## src/sv/dnle_pkg.sv

```systemverilog
// shared types and constants for the dns name label encoder
// no dependencies

package dnle_pkg;

  localparam int CNT_W   = 6;
  localparam int RAM_AW  = CNT_W + 1;
  localparam int RAM_DEPTH = 2 ** RAM_AW;

  localparam logic [CNT_W-1:0] LABEL_MAX = 6'd62;
  localparam logic [7:0]       DOT_CHAR  = 8'h2E;

  // one closed label waiting to be emitted
  typedef struct packed {
    logic             bank;
    logic [CNT_W-1:0] len;
    logic             ovf;
    logic             term;
  } cmd_t;

  // label buffer write port
  typedef struct packed {
    logic              en;
    logic [RAM_AW-1:0] addr;
    logic [7:0]        data;
  } wr_t;

  // back end hands a buffer bank back to the front end
  typedef struct packed {
    logic valid;
    logic bank;
  } rel_t;

endpackage

```

## src/sv/dnle_ram.sv

```systemverilog
// generic single write port ram with registered read
// no dependencies

module dnle_ram #(
  parameter int WIDTH = 8,
  parameter int DEPTH = 128
) (
  input  logic                     clk,
  input  logic                     wr_en,
  input  logic [$clog2(DEPTH)-1:0] wr_addr,
  input  logic [WIDTH-1:0]         wr_data,
  input  logic [$clog2(DEPTH)-1:0] rd_addr,
  output logic [WIDTH-1:0]         rd_data
);

  logic [WIDTH-1:0] mem [DEPTH];

  always_ff @(posedge clk) begin
    if (wr_en) begin
      mem[wr_addr] <= wr_data;
    end
    rd_data <= mem[rd_addr];
  end

endmodule

```

## src/sv/dnle_front.sv

```systemverilog
// front end: accepts name bytes, buffers label characters, closes labels
// depends on dnle_pkg

module dnle_front (
  input  logic            clk,
  input  logic            rst_n,
  input  logic            in_tvalid,
  output logic            in_tready,
  input  logic [7:0]      in_tdata,
  input  logic            in_tlast,
  input  logic            fifo_full,
  input  dnle_pkg::rel_t  rel,
  output dnle_pkg::wr_t   wr,
  output logic            push,
  output dnle_pkg::cmd_t  cmd
);
  import dnle_pkg::*;

  logic [CNT_W-1:0] cnt_r, cnt_nxt;
  logic             ovf_r, ovf_nxt;
  logic             bank_r, bank_nxt;
  logic [1:0]       busy_r, busy_nxt;

  logic             acc, dot, room, store, ovf_now, close;
  logic [CNT_W-1:0] len_now;

  always_comb begin
    dot     = (in_tdata == DOT_CHAR);
    acc     = in_tvalid & in_tready;
    room    = (cnt_r < LABEL_MAX);
    store   = !dot && room;
    ovf_now = ovf_r | (!dot && !room);
    len_now = store ? cnt_r + CNT_W'(1) : cnt_r;
    close   = dot | in_tlast;

    wr.en   = acc & store;
    wr.addr = {bank_r, cnt_r};
    wr.data = in_tdata;

    push     = acc & close;
    cmd.bank = bank_r;
    cmd.len  = len_now;
    cmd.ovf  = ovf_now;
    cmd.term = in_tlast;

    cnt_nxt  = cnt_r;
    ovf_nxt  = ovf_r;
    bank_nxt = bank_r;
    if (acc) begin
      if (close) begin
        cnt_nxt  = '0;
        bank_nxt = ~bank_r;
        ovf_nxt  = in_tlast ? 1'b0 : ovf_now;
      end else begin
        cnt_nxt = len_now;
        ovf_nxt = ovf_now;
      end
    end

    busy_nxt = busy_r;
    if (rel.valid) begin
      busy_nxt[rel.bank] = 1'b0;
    end
    if (push) begin
      busy_nxt[bank_r] = 1'b1;
    end
  end

  // a bank in use by the back end may not be overwritten
  assign in_tready = !busy_r[bank_r] && !fifo_full;

  always_ff @(posedge clk) begin
    if (!rst_n) begin
      cnt_r  <= '0;
      ovf_r  <= 1'b0;
      bank_r <= 1'b0;
      busy_r <= '0;
    end else begin
      cnt_r  <= cnt_nxt;
      ovf_r  <= ovf_nxt;
      bank_r <= bank_nxt;
      busy_r <= busy_nxt;
    end
  end

endmodule

```

## src/sv/dnle_cmd_fifo.sv

```systemverilog
// two entry queue of closed labels between front and back end
// depends on dnle_pkg

module dnle_cmd_fifo (
  input  logic           clk,
  input  logic           rst_n,
  input  logic           push,
  input  dnle_pkg::cmd_t push_cmd,
  output logic           full,
  input  logic           pop,
  output logic           valid,
  output dnle_pkg::cmd_t head
);
  import dnle_pkg::*;

  cmd_t       q_r [2];
  logic       wr_ptr_r, wr_ptr_nxt;
  logic       rd_ptr_r, rd_ptr_nxt;
  logic [1:0] cnt_r, cnt_nxt;
  logic       do_push, do_pop;

  always_comb begin
    do_push    = push && !full;
    do_pop     = pop && valid;
    wr_ptr_nxt = do_push ? ~wr_ptr_r : wr_ptr_r;
    rd_ptr_nxt = do_pop ? ~rd_ptr_r : rd_ptr_r;
    cnt_nxt    = cnt_r + 2'(do_push) - 2'(do_pop);
  end

  assign full  = (cnt_r == 2'd2);
  assign valid = (cnt_r != 2'd0);
  assign head  = q_r[rd_ptr_r];

  always_ff @(posedge clk) begin
    if (do_push) begin
      q_r[wr_ptr_r] <= push_cmd;
    end
    if (!rst_n) begin
      wr_ptr_r <= 1'b0;
      rd_ptr_r <= 1'b0;
      cnt_r    <= '0;
    end else begin
      wr_ptr_r <= wr_ptr_nxt;
      rd_ptr_r <= rd_ptr_nxt;
      cnt_r    <= cnt_nxt;
    end
  end

endmodule

```

## src/sv/dnle_back.sv

```systemverilog
// back end: emits length byte, buffered characters and terminator
// depends on dnle_pkg

module dnle_back (
  input  logic                    clk,
  input  logic                    rst_n,
  input  logic                    cmd_valid,
  input  dnle_pkg::cmd_t          cmd,
  output logic                    pop,
  output logic [dnle_pkg::RAM_AW-1:0] rd_addr,
  input  logic [7:0]              rd_data,
  output dnle_pkg::rel_t          rel,
  output logic                    out_tvalid,
  input  logic                    out_tready,
  output logic [7:0]              out_tdata,
  output logic                    out_tlast,
  output logic                    out_tuser
);
  import dnle_pkg::*;

  typedef enum logic [1:0] {S_IDLE, S_LEN, S_DATA, S_TERM} state_t;

  state_t           state_r, state_nxt;
  cmd_t             cur_r, cur_nxt;
  logic [CNT_W-1:0] idx_r, idx_nxt;
  logic             ov_r, ov_nxt;
  logic [7:0]       ob_r, ob_nxt;
  logic             ol_r, ol_nxt;
  logic             oe_r, oe_nxt;
  logic             can_load;

  always_comb begin
    can_load  = !ov_r || out_tready;
    state_nxt = state_r;
    cur_nxt   = cur_r;
    idx_nxt   = idx_r;
    ov_nxt    = ov_r && !out_tready;
    ob_nxt    = ob_r;
    ol_nxt    = ol_r;
    oe_nxt    = oe_r;
    pop       = 1'b0;
    rel.valid = 1'b0;
    rel.bank  = cur_r.bank;

    unique case (state_r)
      S_IDLE: begin
        if (cmd_valid) begin
          pop       = 1'b1;
          cur_nxt   = cmd;
          idx_nxt   = '0;
          state_nxt = S_LEN;
        end
      end
      S_LEN: begin
        if (can_load) begin
          ov_nxt = 1'b1;
          ob_nxt = 8'(cur_r.len);
          ol_nxt = 1'b0;
          oe_nxt = cur_r.ovf;
          if (cur_r.len == '0) begin
            rel.valid = 1'b1;
            state_nxt = cur_r.term ? S_TERM : S_IDLE;
          end else begin
            state_nxt = S_DATA;
          end
        end
      end
      S_DATA: begin
        if (can_load) begin
          ov_nxt  = 1'b1;
          ob_nxt  = rd_data;
          ol_nxt  = 1'b0;
          oe_nxt  = cur_r.ovf;
          idx_nxt = idx_r + CNT_W'(1);
          if (idx_r == cur_r.len - CNT_W'(1)) begin
            rel.valid = 1'b1;
            state_nxt = cur_r.term ? S_TERM : S_IDLE;
          end
        end
      end
      S_TERM: begin
        if (can_load) begin
          ov_nxt    = 1'b1;
          ob_nxt    = '0;
          ol_nxt    = 1'b1;
          oe_nxt    = cur_r.ovf;
          state_nxt = S_IDLE;
        end
      end
      default: state_nxt = S_IDLE;
    endcase

    // address the entry that will be current after this edge
    rd_addr = {cur_nxt.bank, idx_nxt};
  end

  assign out_tvalid = ov_r;
  assign out_tdata  = ob_r;
  assign out_tlast  = ol_r;
  assign out_tuser  = oe_r;

  always_ff @(posedge clk) begin
    cur_r <= cur_nxt;
    idx_r <= idx_nxt;
    ob_r  <= ob_nxt;
    ol_r  <= ol_nxt;
    oe_r  <= oe_nxt;
    if (!rst_n) begin
      state_r <= S_IDLE;
      ov_r    <= 1'b0;
    end else begin
      state_r <= state_nxt;
      ov_r    <= ov_nxt;
    end
  end

endmodule

```

## src/sv/dns_name_label_encoder.sv

```systemverilog
// top level of the dns name label encoder
// depends on dnle_pkg, dnle_ram, dnle_front, dnle_cmd_fifo, dnle_back
//
// usage:
//   in channel carries a dotted name, one character per transfer; in_tlast
//   marks the final character. 0x2E separates labels.
//   out channel carries the wire encoding: per label a length byte and its
//   characters, then a zero byte with out_tlast set. out_tuser flags that a
//   label of this name was longer than 62 characters and was truncated.
// timing:
//   ordinary characters are taken one per cycle, while in_tready is high, into
//   a two bank label buffer. a dot or the final character closes the label and queues it.
//   the back end picks up a label from the queue, then emits its length
//   byte and its characters, and a terminator at name end. a closing
//   transfer reaches out_tvalid through the command queue, the back end's
//   length state and its output register.
//   in_tready drops while both buffer banks wait to be emitted.
// reset:
//   synchronous active low; clears label count, error flag and queue.
// stall:
//   out_tready low holds the output register; the buffer fills and then
//   in_tready falls, no transfer is lost.

module dns_name_label_encoder (
  input  logic       clk,
  input  logic       rst_n,
  input  logic       in_tvalid,
  output logic       in_tready,
  input  logic [7:0] in_tdata,   // [7:0] name_byte
  input  logic       in_tlast,   // name_end
  output logic       out_tvalid,
  input  logic       out_tready,
  output logic [7:0] out_tdata,  // [7:0] out_byte
  output logic       out_tlast,  // out_last
  output logic       out_tuser   // label_too_long
);
  import dnle_pkg::*;

  wr_t               wr;
  cmd_t              push_cmd, head;
  rel_t              rel;
  logic              push, pop, full, head_valid;
  logic [RAM_AW-1:0] rd_addr;
  logic [7:0]        rd_data;

  // front end: classifies characters, fills the label buffer
  dnle_front u_front (
    .clk       (clk),
    .rst_n     (rst_n),
    .in_tvalid (in_tvalid),
    .in_tready (in_tready),
    .in_tdata  (in_tdata),
    .in_tlast  (in_tlast),
    .fifo_full (full),
    .rel       (rel),
    .wr        (wr),
    .push      (push),
    .cmd       (push_cmd)
  );

  // label buffer, two banks used in turn, one label per bank
  dnle_ram #(
    .WIDTH (8),
    .DEPTH (RAM_DEPTH)
  ) u_ram (
    .clk     (clk),
    .wr_en   (wr.en),
    .wr_addr (wr.addr),
    .wr_data (wr.data),
    .rd_addr (rd_addr),
    .rd_data (rd_data)
  );

  // closed labels awaiting output
  dnle_cmd_fifo u_fifo (
    .clk      (clk),
    .rst_n    (rst_n),
    .push     (push),
    .push_cmd (push_cmd),
    .full     (full),
    .pop      (pop),
    .valid    (head_valid),
    .head     (head)
  );

  // back end: serializes labels onto the out channel
  dnle_back u_back (
    .clk        (clk),
    .rst_n      (rst_n),
    .cmd_valid  (head_valid),
    .cmd        (head),
    .pop        (pop),
    .rd_addr    (rd_addr),
    .rd_data    (rd_data),
    .rel        (rel),
    .out_tvalid (out_tvalid),
    .out_tready (out_tready),
    .out_tdata  (out_tdata),
    .out_tlast  (out_tlast),
    .out_tuser  (out_tuser)
  );

endmodule

```

## config.mk

```make
export PLATFORM = sky130hd
export DESIGN_NAME = dns_name_label_encoder
export DESIGN_NICKNAME = d
export VERILOG_FILES = /design/src/sv/dnle_pkg.sv /design/src/sv/dnle_ram.sv /design/src/sv/dnle_front.sv /design/src/sv/dnle_cmd_fifo.sv /design/src/sv/dnle_back.sv /design/src/sv/dns_name_label_encoder.sv
export SDC_FILE = /design/constraint.sdc
export NUM_CORES = 1
export LEC_CHECK = 0
export BUFFER_PORTS_ARGS = -buffer_cell sky130_fd_sc_hd__buf_4
export CAP_MARGIN = 20
export CELL_PAD_IN_SITES_DETAIL_PLACEMENT = 1
export CELL_PAD_IN_SITES_GLOBAL_PLACEMENT = 2
export CORE_UTILIZATION = 52
export DETAILED_ROUTE_END_ITERATION = 7
export PLACE_DENSITY = 0.92
export SLEW_MARGIN = 20
export SYNTH_ARGS = -nofsm -noshare
export SYNTH_HDL_FRONTEND = slang
export SYNTH_HIERARCHICAL = 1
export SYNTH_SLANG_ARGS = --single-unit
```

## constraint.sdc

```tcl
create_clock -name clk -period 12.4 [get_ports clk]
set_input_delay 0.62 -clock clk [delete_from_list [all_inputs] [get_ports clk]]
set_output_delay 0.62 -clock clk [all_outputs]
set_load 0.01 [all_outputs]
```

-- Yosys cells after proc, flatten, opt, wreduce, memory -nomap -nowiden
Memory sizes are Yosys's and may differ from the RTL's. A register that Yosys moved wholly into a read port is not among the register bits.
Cells that the tools add are included.
- word-level logic and storage cells: 127
- flip-flop bits (word level): 42
- RAM bits: 1042
- memories: 2
- magnitude comparators: 5
- reductions and logical operators: 28
- equality and inequality tests: 12
- add/sub/neg operators: 5
- bitwise gates (word level): 11
- mux-type cells: 47
- memories (memory ; depth ; bits a word ; rd ports ; clocked after memory_dff ; wr ports ; RTL line ; RTL):
    u_ram.mem ; 128 ; 8 ; 1 ; 1 ; 1 ; dnle_ram.sv:16 ; logic [WIDTH-1:0] mem [DEPTH];
    u_fifo.q_r ; 2 ; 9 ; 1 ; 1 ; 1 ; dnle_cmd_fifo.sv:16 ; cmd_t q_r [2];
- operators by type and width (kind ; count):
    2-to-1 mux 6 bit ; 4
    2-to-1 mux 8 bit ; 3
    one-hot mux 8 bit (3 select lines) ; 1
    2-to-1 mux 1 bit ; 22
    2-to-1 mux 2 bit ; 9
    2-to-1 mux 9 bit ; 2
    adder 6 x 1 -> 6 bit (second input constant) ; 2
    one-hot mux 6 bit (2 select lines) ; 1
    inequality test 2 x 1 -> 1 bit (second input constant) ; 5
    equality test 8 x 6 -> 1 bit (second input constant) ; 1
    logical AND 1 bit ; 8
    one-hot mux 2 bit (4 select lines) ; 1
    equality test 2 bit (second input constant) ; 3
    equality test 6 bit ; 1
    zero test 1 bit ; 6
    zero test 6 bit ; 1
    less-than comparator 6 bit (second input constant) ; 1
    AND reduction 2 bit ; 3
    subtractor 6 x 1 -> 6 bit (second input constant) ; 1
    AND reduction 5 bit ; 1
    less-than comparator 1 x 2 -> 1 bit (second input constant) ; 2
    one-hot mux 1 bit (2 select lines) ; 2
    AND reduction 4 bit ; 1
    nonzero test 2 bit ; 2
    18 further kinds ; 25

-- Logic depth before layout (Yosys ltp)
Gate-level depths: netlist of run 1.
- depth in word-level cells: 9
- mapped depth: 14
- depth with buffers taken out: 12

-- Cells and area by module
The synthesis of run 1 kept the hierarchy.
- by module, submodules not included (module ; area each (µm²) ; cells each ; times used):
    dnle_ram ; 39665.5 ; 1635 ; 1
    dnle_back ; 1381.3 ; 126 ; 1
    dnle_cmd_fifo ; 882.1 ; 54 ; 1
    dnle_front ; 783.3 ; 94 ; 1

-- Worst setup path after synthesis of run 1
OpenSTA, ideal clock, no wires.
- path kind: reg-to-reg
- from: reg u_back.state_r[0]
- to: reg u_ram.rd_data[0], read port of u_ram.mem
- required time: 12.279 ns
- arrival: 3.789 ns
- setup time: 0.121 ns
- cell stages (with the launch flop): 14
- slack: 8.491 ns
- buffers on the path: 2
- clock period less this slack: 3.909 ns
- cell sequence: dfxtp_1 > inv_1 > ha_1 > inv_1 > nor2_1 > a21oi_1 > nand2_1 > o21ai_0 > clkbuf_1 > buf_1 > mux4_2 > mux4_2 > mux4_2 > mux2_2
- cells in the longest elaborated chain, start to end: 2
- ends and longest elaborated chain (item ; RTL line ; RTL):
    start, declared ; dnle_back.sv:23 ; state_t state_r, state_nxt;
    start signal, assigned ; dnle_back.sv:112 ; state_r <= state_nxt;
    equality test 2 bit or zero test 2 bit (tied branches) ; dnle_back.sv:45 ; unique case (state_r)
    one-hot mux 6 bit (2 select lines) (*) ; dnle_back.sv:45 ;
    via rd_addr[0] ; dns_name_label_encoder.sv:43 ; logic [RAM_AW-1:0] rd_addr;
    end, declared ; dnle_ram.sv:13 ; output logic [WIDTH-1:0] rd_data
Mark *: on every way through the listed nets, which the timed path passes. The rest lies on a longest branch.
A chain may end at the register's enable or synchronous reset.

-- Final worst setup path of run 1
- from: reg u_back.state_r[1]
- to: reg u_ram.rd_data[6], read port of u_ram.mem
Same word-level chain as after synthesis.

==> impl_metrics.env, run 1 <==
export IMPL_synthCells=1909
export IMPL_setup_viol=0
export IMPL_die_h_um=289
export IMPL_vdd_drop_max_uv=138
export IMPL_grt_pass1_vias=22079
export IMPL_cts_sinks=1093
export IMPL_io_buffers=24
export IMPL_yosysWarnings=6
export IMPL_crit_path_start_kind="flip-flop"
export IMPL_synth_main_ff_cell="edfxtp_1"
export IMPL_grt_max_degree=152
export IMPL_cts_buffers=105
export IMPL_fmax_mhz=178
export IMPL_cts_repair_resized=0
export IMPL_reg2reg_to="u_ram/rd_data[6]$_DFF_P_"
export IMPL_num_antenna_cells=0
export IMPL_p_sw_frac=0.239
export IMPL_die_w_um=289
export IMPL_switchingPower_mw=2.02
export IMPL_cts_root_buf="clkbuf_16"
export IMPL_critPathMaxFanout=89
export IMPL_power_frac_comb=0.122
export IMPL_worstReg2RegStart="u_back/state_r[1]$_SDFFE_PN0P_"
export IMPL_hold_depth=1
export IMPL_seq_power_share=0.496
export IMPL_period_share=0.454
export IMPL_dp_hpwl_um=64300
export IMPL_finClkSkew_ps=32.4
export IMPL_nets=1994
export IMPL_finalWeightedCongestion=0.850
export IMPL_synth_cell_types=59
export IMPL_holdPathEnd="u_fifo/q_r[0][0]$_DFFE_PP_"
export IMPL_rsz0062_at_grt="false"
export IMPL_end_kind="flip-flop"
export IMPL_clockBufferDepth=3
export IMPL_drtIter0Drc=3110
export IMPL_finalCriticalPeriod_ps=5620
export IMPL_async_reset_ff_frac=0
export IMPL_total_power_mw=8.48
export IMPL_min_path_type="input port to flip-flop"
export IMPL_rrSetupSlack_ps=6780
export IMPL_netlist_area_um2=42700
export IMPL_syn_nets=1931
export IMPL_drt_wirelength_per_cell_um=36.6
export IMPL_drtPass1Iterations=6
export IMPL_max_cap_violations=0
export IMPL_synth_edff_count=1060
export IMPL_r2r_cells=13
export IMPL_cts_hold_fix_buffers=0
export IMPL_ys_ff_latch=1093
export IMPL_slew_headroom=0.211
export IMPL_floorplan_initialDensity=0.528
export IMPL_ioPinCount=25
export IMPL_setup_ws_ps=6780
export IMPL_routed_wirelength_um=114000
export IMPL_crit_type="flip-flop to flip-flop"
export IMPL_yosysSeqAreaShare=0.761
export IMPL_setup_tns_ps=0
export IMPL_n_fill_cell=6609
export IMPL_antenna_found_initial=5
export IMPL_cts_tree="built"
export IMPL_drc=0
export IMPL_status="complete, no violations"
export IMPL_h_tree_depth=3
export IMPL_num_vias=21152
export IMPL_dieArea_um2=83300
export IMPL_worst_pin_slew_ps=1180
export IMPL_post_route_util=0.589
export IMPL_power_frac_clock=0.382
export IMPL_p_int_mw=6.46
export IMPL_power_density_nw_per_um2=178
export IMPL_worstSkewPairLatency_ps=680
export IMPL_cts_reportedPaths_clkPinSlew_ps=60
export IMPL_num_rows=104
export IMPL_finalHoldViolations=0
export IMPL_area_growth_pct=11.6
export IMPL_drv_slew=0
export IMPL_cp_arrival_ps=6180
export IMPL_viasPerCell=6.78
export IMPL_grt_pass1_wl_um=163000
export IMPL_hold_slack_ps=214
export IMPL_layout_drive_gt1_share=0.296
export IMPL_grt_use_total=0.281
export IMPL_worst_ep_required_time_ps=12950
export IMPL_ant_nets=0
export IMPL_worstHoldStart="in_tlast"
export IMPL_avgSynthCellArea_um2=22.4
export IMPL_post_cts_setup_buffers=0
export IMPL_p_leak_nw=14.3
export IMPL_grt_overflow_total=0
export IMPL_post_place_ws_ps=6590
export IMPL_coreArea_um2=80900
-- sequential cells by signal (all words and copies together), names as in the netlist, named ones only --
signal / flops
u_fifo/cnt_r: 2
u_back/state_r: 2
u_back/out_tlast: 1
u_fifo/q_r: 18
u_fifo/wr_ptr_r: 1
u_front/cnt_r: 6
u_back/out_tvalid: 1
u_back/out_tdata: 8
u_fifo/rd_ptr_r: 1
u_front/busy_r: 2
u_ram/rd_data: 8
u_back/out_tuser: 1
u_front/ovf_r: 1
u_ram/mem: 1024
u_back/rel: 1
u_back/cur_r: 8
u_back/idx_r: 6
u_front/bank_r: 1
-- cells in the final DEF, fill, tap and decap left out, types with 4 or more instances in the layout --
master,instances
edfxtp_1,1060
mux4_2,336
nor2_1,127
clkbuf_16,110
buf_4,60
dfxtp_1,32
nand2_1,31
nand3_1,23
clkbuf_1,22
clkinv_1,19
mux2_2,19
inv_1,15
clkinv_2,12
nor2_2,12
nor2b_1,11
bufinv_16,10
clkinvlp_4,9
ha_1,9
xnor2_1,8
a21oi_1,7
nand2b_1,7
xor2_1,7
o21ai_0,7
clkbuf_8,6
a22o_1,6
nand4_1,5
nor3_1,5
mux2i_1,5
and2_1,4
and3_1,4
nor3_4,4
-- synth_stat cells (all sizes together) (3+ instances only) --
cell / n / area share
and2: 4 / 0.00059
clkbuf: 51 / 0.0045
nand2: 32 / 0.0028
nand2b: 7 / 0.0010
nand3: 23 / 0.0027
xnor2: 8 / 0.0016
ha: 9 / 0.0026
o21a: 3 / 0.00056
buf: 60 / 0.0081
o21ai: 13 / 0.0015
a22o: 6 / 0.0012
mux2i: 5 / 0.0012
nor2: 139 / 0.012
dfxtp: 33 / 0.015
and3: 5 / 0.00085
mux2: 20 / 0.0054
nor3: 11 / 0.0013
inv: 15 / 0.0013
o211ai: 3 / 0.00053
xor2: 7 / 0.0014
a31oi: 3 / 0.00044
nand4: 5 / 0.00073
mux4: 336 / 0.18
nor2b: 11 / 0.0016
a21oi: 8 / 0.0010
edfxtp: 1060 / 0.75
-- routing by layer --
| metal | vias to the layer above | part of all wire | wire (um) | global-route usage |
|---|---|---|---|---|
| met1 | 11282 | 0.36 | 41300 | 0.375 |
| met2 | 1459 | 0.49 | 56000 | 0.456 |
| met5 | - | 0.00030 | 34 | 0 |
| li1 | 8126 | - | - | - |
| met3 | 281 | 0.11 | 12000 | 0.0631 |
| met4 | 4 | 0.043 | 4890 | 0.109 |
-- stage by stage --
step                cell area [um2]  cells
finish                        47700   3118
global placement              44100   2921
global route                  47700   3118
floorplan                     42700   1909
CTS                           47600   3117
detailed placement            44100   2924
-- cells by family (layout without fill, tap and decap cells) --
kind of cell	after synthesis	in the layout	synth area share
buf+inv	126	275	0.0139
fa+ha+maj	9	9	0.00264
mux	361	361	0.184
simple gates	251	251	0.0272
xor+xnor	15	15	0.00308
compound gates	54	54	0.00879
flops	1093	1093	0.761
-- how the worst max path moves through the flow --
| stage | startpoint | to | slack [ps] | cells past startpoint |
|---|---|---|---|---|
| final | u_back/state_r[1]$_SDFFE_PN0P_ | u_ram/rd_data[6]$_DFF_P_ | 6780 | 13 |
| after global routing | u_back/state_r[0]$_SDFFE_PN0P_ | u_ram/rd_data[6]$_DFF_P_ | 6450 | 13 |
| after CTS | u_back/state_r[1]$_SDFFE_PN0P_ | u_ram/rd_data[5]$_DFF_P_ | 6490 | 13 |
| after detailed placement | u_back/state_r[1]$_SDFFE_PN0P_ | u_ram/rd_data[6]$_DFF_P_ | 6590 | 13 |
| after global placement | u_back/state_r[0]$_SDFFE_PN0P_ | u_ram/rd_data[6]$_DFF_P_ | 6800 | 13 |
| after floorplan | u_back/state_r[0]$_SDFFE_PN0P_ | u_ram/rd_data[0]$_DFF_P_ | 8490 | 13 |
-- critical path, stage by stage, from the launching register on --
cell	delay [ps]
dfxtp_1	410
inv_1	100
ha_1	270
inv_1	130
nor2_1	220
a21oi_1	460
nand2_1	170
o21ai_4	250
buf_6	660
buf_12	620
mux4_2	600
mux4_2	530
mux4_2	560
mux2_2	320
-- final cells by class --
cell class / instances / area [um2] / area share
multi-input cells: 690 / 9760 / 0.205
flip-flops and latches: 1093 / 32500 / 0.681
clock inverters: 55 / 551 / 0.0115
clock buffers: 138 / 2920 / 0.0612
inverters: 15 / 56.3 / 0.00118
repair buffers: 67 / 572 / 0.0120
well taps: 1060 / 1330 / 0.0278
-- power by group through the flow --
| stage | clock network, mW | logic, mW | registers (mW) |
|---|---|---|---|
| final | 3.24 | 1.04 | 4.21 |
| after global routing | 3.38 | 1.08 | 4.21 |
| after CTS | 3.28 | 1.03 | 4.20 |
| after detailed placement | 0 | 1.00 | 4.28 |
| after global placement | 0 | 0.964 | 4.27 |
| after floorplan | 0 | 0.716 | 4.24 |
Power figures use the tool's default switching activity.
==> inputs of run 2 (changes only) <==
Settings changed: CORE_UTILIZATION 52 to 51, PLACE_DENSITY 0.92 to 0.91.
Clock period 12.4 ns to 5.8 ns, I/O delays scaled along.
==> run 2 against run 1 <==
Compared with the run above:
- non-clock buffer count up 60
- clock skew is 8.1 ps higher
- power increased by 110%
- via count fell by 0.20%
- register-to-register slack got worse by 5900 ps
- cell area increased by 0.51%
- critical path type unchanged
- critical endpoint is now u_ram/rd_data[5]$_DFF_P_
- largest power group unchanged
- first-iteration DRC count shrank 10%
- maximum frequency grew 15%
==> impl_metrics.env, run 2 (synthesis gave the netlist of run 1 again) <==
export IMPL_cts_buffers=103
export IMPL_crit_path_start_kind="flip-flop"
export IMPL_cts_sinks=1093
export IMPL_post_route_util=0.581
export IMPL_num_rows=105
export IMPL_placed_cell_area_um2=44600
export IMPL_top_register="u_ram/mem"
export IMPL_layout_drive_gt1_share=0.304
export IMPL_dp_hpwl_um=64100
export IMPL_reg_top3="u_ram/mem: 1024 flops, u_fifo/q_r: 18 flops"
export IMPL_floorplan_initialDensity=0.518
export IMPL_grt_pass1_wl_um=160000
export IMPL_die_w_um=291
export IMPL_grt_use_total=0.266
export IMPL_die_h_um=291
export IMPL_cts_tree="built"
export IMPL_clockBufferDepth=3
export IMPL_area_growth_pct=12.2
export IMPL_layout_commonest_cell="edfxtp_1"
export IMPL_largest_reg_flops=1024
export IMPL_min_path_type="input port to flip-flop"
export IMPL_grt_max_degree=113
export IMPL_num_vias=21110
export IMPL_drt_wirelength_per_cell_um=34.9
export IMPL_post_cts_setup_buffers=0
export IMPL_worst_pin_slew_ps=1150
export IMPL_ant_nets=0
export IMPL_critPathMaxStageDelay_ps=680
export IMPL_power_density_nw_per_um2=374
export IMPL_ioPinCount=25
export IMPL_max_cap_violations=0
export IMPL_vdd_drop_max_uv=208
export IMPL_dieArea_um2=84900
export IMPL_drtIter0Drc=2794
export IMPL_total_power_mw=17.9
export IMPL_num_antenna_cells=0
export IMPL_dp_cells=2992
export IMPL_status="complete, no violations"
export IMPL_fin_area_um2=47900
export IMPL_final_cell_mix="edfxtp_1 (1060), mux4_2 (336), nor2_1 (139)"
export IMPL_finalCriticalPeriod_ps=4910
export IMPL_finClkSkew_ps=40.5
export IMPL_drv_slew=0
export IMPL_p_leak_nw=14.5
export IMPL_grt_pass1_vias=21931
export IMPL_grt_overflow_total=0
export IMPL_worst_ep_required_time_ps=6360
export IMPL_slew_headroom=0.230
export IMPL_rsz0062_at_grt="false"
export IMPL_io_buffers=24
export IMPL_critPathMaxFanout=66
export IMPL_antenna_found_initial=8
export IMPL_cp_slowest_cell="o21ai_4"
export IMPL_finalHoldViolations=0
export IMPL_instances_no_fill=3186
export IMPL_drtPass1Iterations=5
export IMPL_worstSkewPairLatency_ps=680
export IMPL_routed_wirelength_um=111000
export IMPL_cts_reportedPaths_clkPinSlew_ps=70
export IMPL_setup_viol=0
export IMPL_h_tree_depth=3
export IMPL_setup_tns_ps=0
export IMPL_fmax_mhz=204
export IMPL_coreArea_um2=82500
export IMPL_drc=0
export IMPL_finalWeightedCongestion=0.824
export IMPL_cts_root_buf="clkbuf_16"
export IMPL_cp_arrival_ps=5470
export IMPL_period_share=0.846
export IMPL_critPathMostFrequentCell="mux4_2"
export IMPL_end_kind="flip-flop"
export IMPL_crit_type="flip-flop to flip-flop"
export IMPL_viasPerCell=6.63
export IMPL_crit_chain="inv_1 > ha_1 > inv_1 > o21ai_4 > buf_12 > mux4_2 > mux4_2 > mux4_2 > mux2_2"
export IMPL_nets=2052
## run 2: path summary, 6_finish.rpt
path / start / endpoint / slack, ps / depth (start not counted)
worst min register to register: u_back/cur_r[1]$_DFFE_PP_ / u_back/out_tuser$_DFFE_PP_ / 450 / 0
worst min-delay path: out_tready / u_back/out_tuser$_DFFE_PP_ / 30 / 3
worst max-delay path: u_back/state_r[0]$_SDFFE_PN0P_ / u_ram/rd_data[5]$_DFF_P_ / 890 / 9
worst max register to register: u_back/state_r[0]$_SDFFE_PN0P_ / u_ram/rd_data[5]$_DFF_P_ / 890 / 9
## run 2: layer usage
layer	global-route usage	vias to the layer above	part of all wire
met4	0.0924	12	0.035
met2	0.428	1457	0.49
met3	0.0675	259	0.11
li1	-	8247	-
met1	0.356	11135	0.36
met5	0	-	0.00078
## run 2: timing repair
item | 4_1_cts | 5_1_grt
hold buffers | 3 | 0
endpoints found under the hold margin | 29 | 0
endpoints found under the setup margin | 0 | 0
resized for setup | 0 | 0
## run 2: where the power goes
group / internal (mW) / leakage (nW) / switching [mW]
clock: 3.75 / 1.62 / 2.96
sequential: 8.83 / 9.81 / 0.138
combinational: 1.01 / 3.10 / 1.22
## run 2: cell type report
type | instances | area (um2)
fillers | 6813 | 34600
inverters | 15 | 56.3
clock buffers | 134 | 2740
well taps | 1070 | 1340
repair buffers | 127 | 1050
multi-input cells | 690 | 9680
clock inverters | 57 | 566
flip-flops and latches | 1093 | 32500
## run 2: worst max-delay path: cells and delay by family, from the launching register on
kind,cells,cell delay [ps]
mux,4,2090
flops,1,350
buf+inv,3,980
fa+ha+maj,1,580
compound gates,1,680
## run 2: through the flow
stage | setup WS, ps | hold WS [ps]
after floorplan | 1890 | 387
after global placement | 1160 | 441
after detailed placement | 1010 | 440
after CTS | 936 | 17.3
after global routing | 670 | 52.4
final | 891 | 31.0
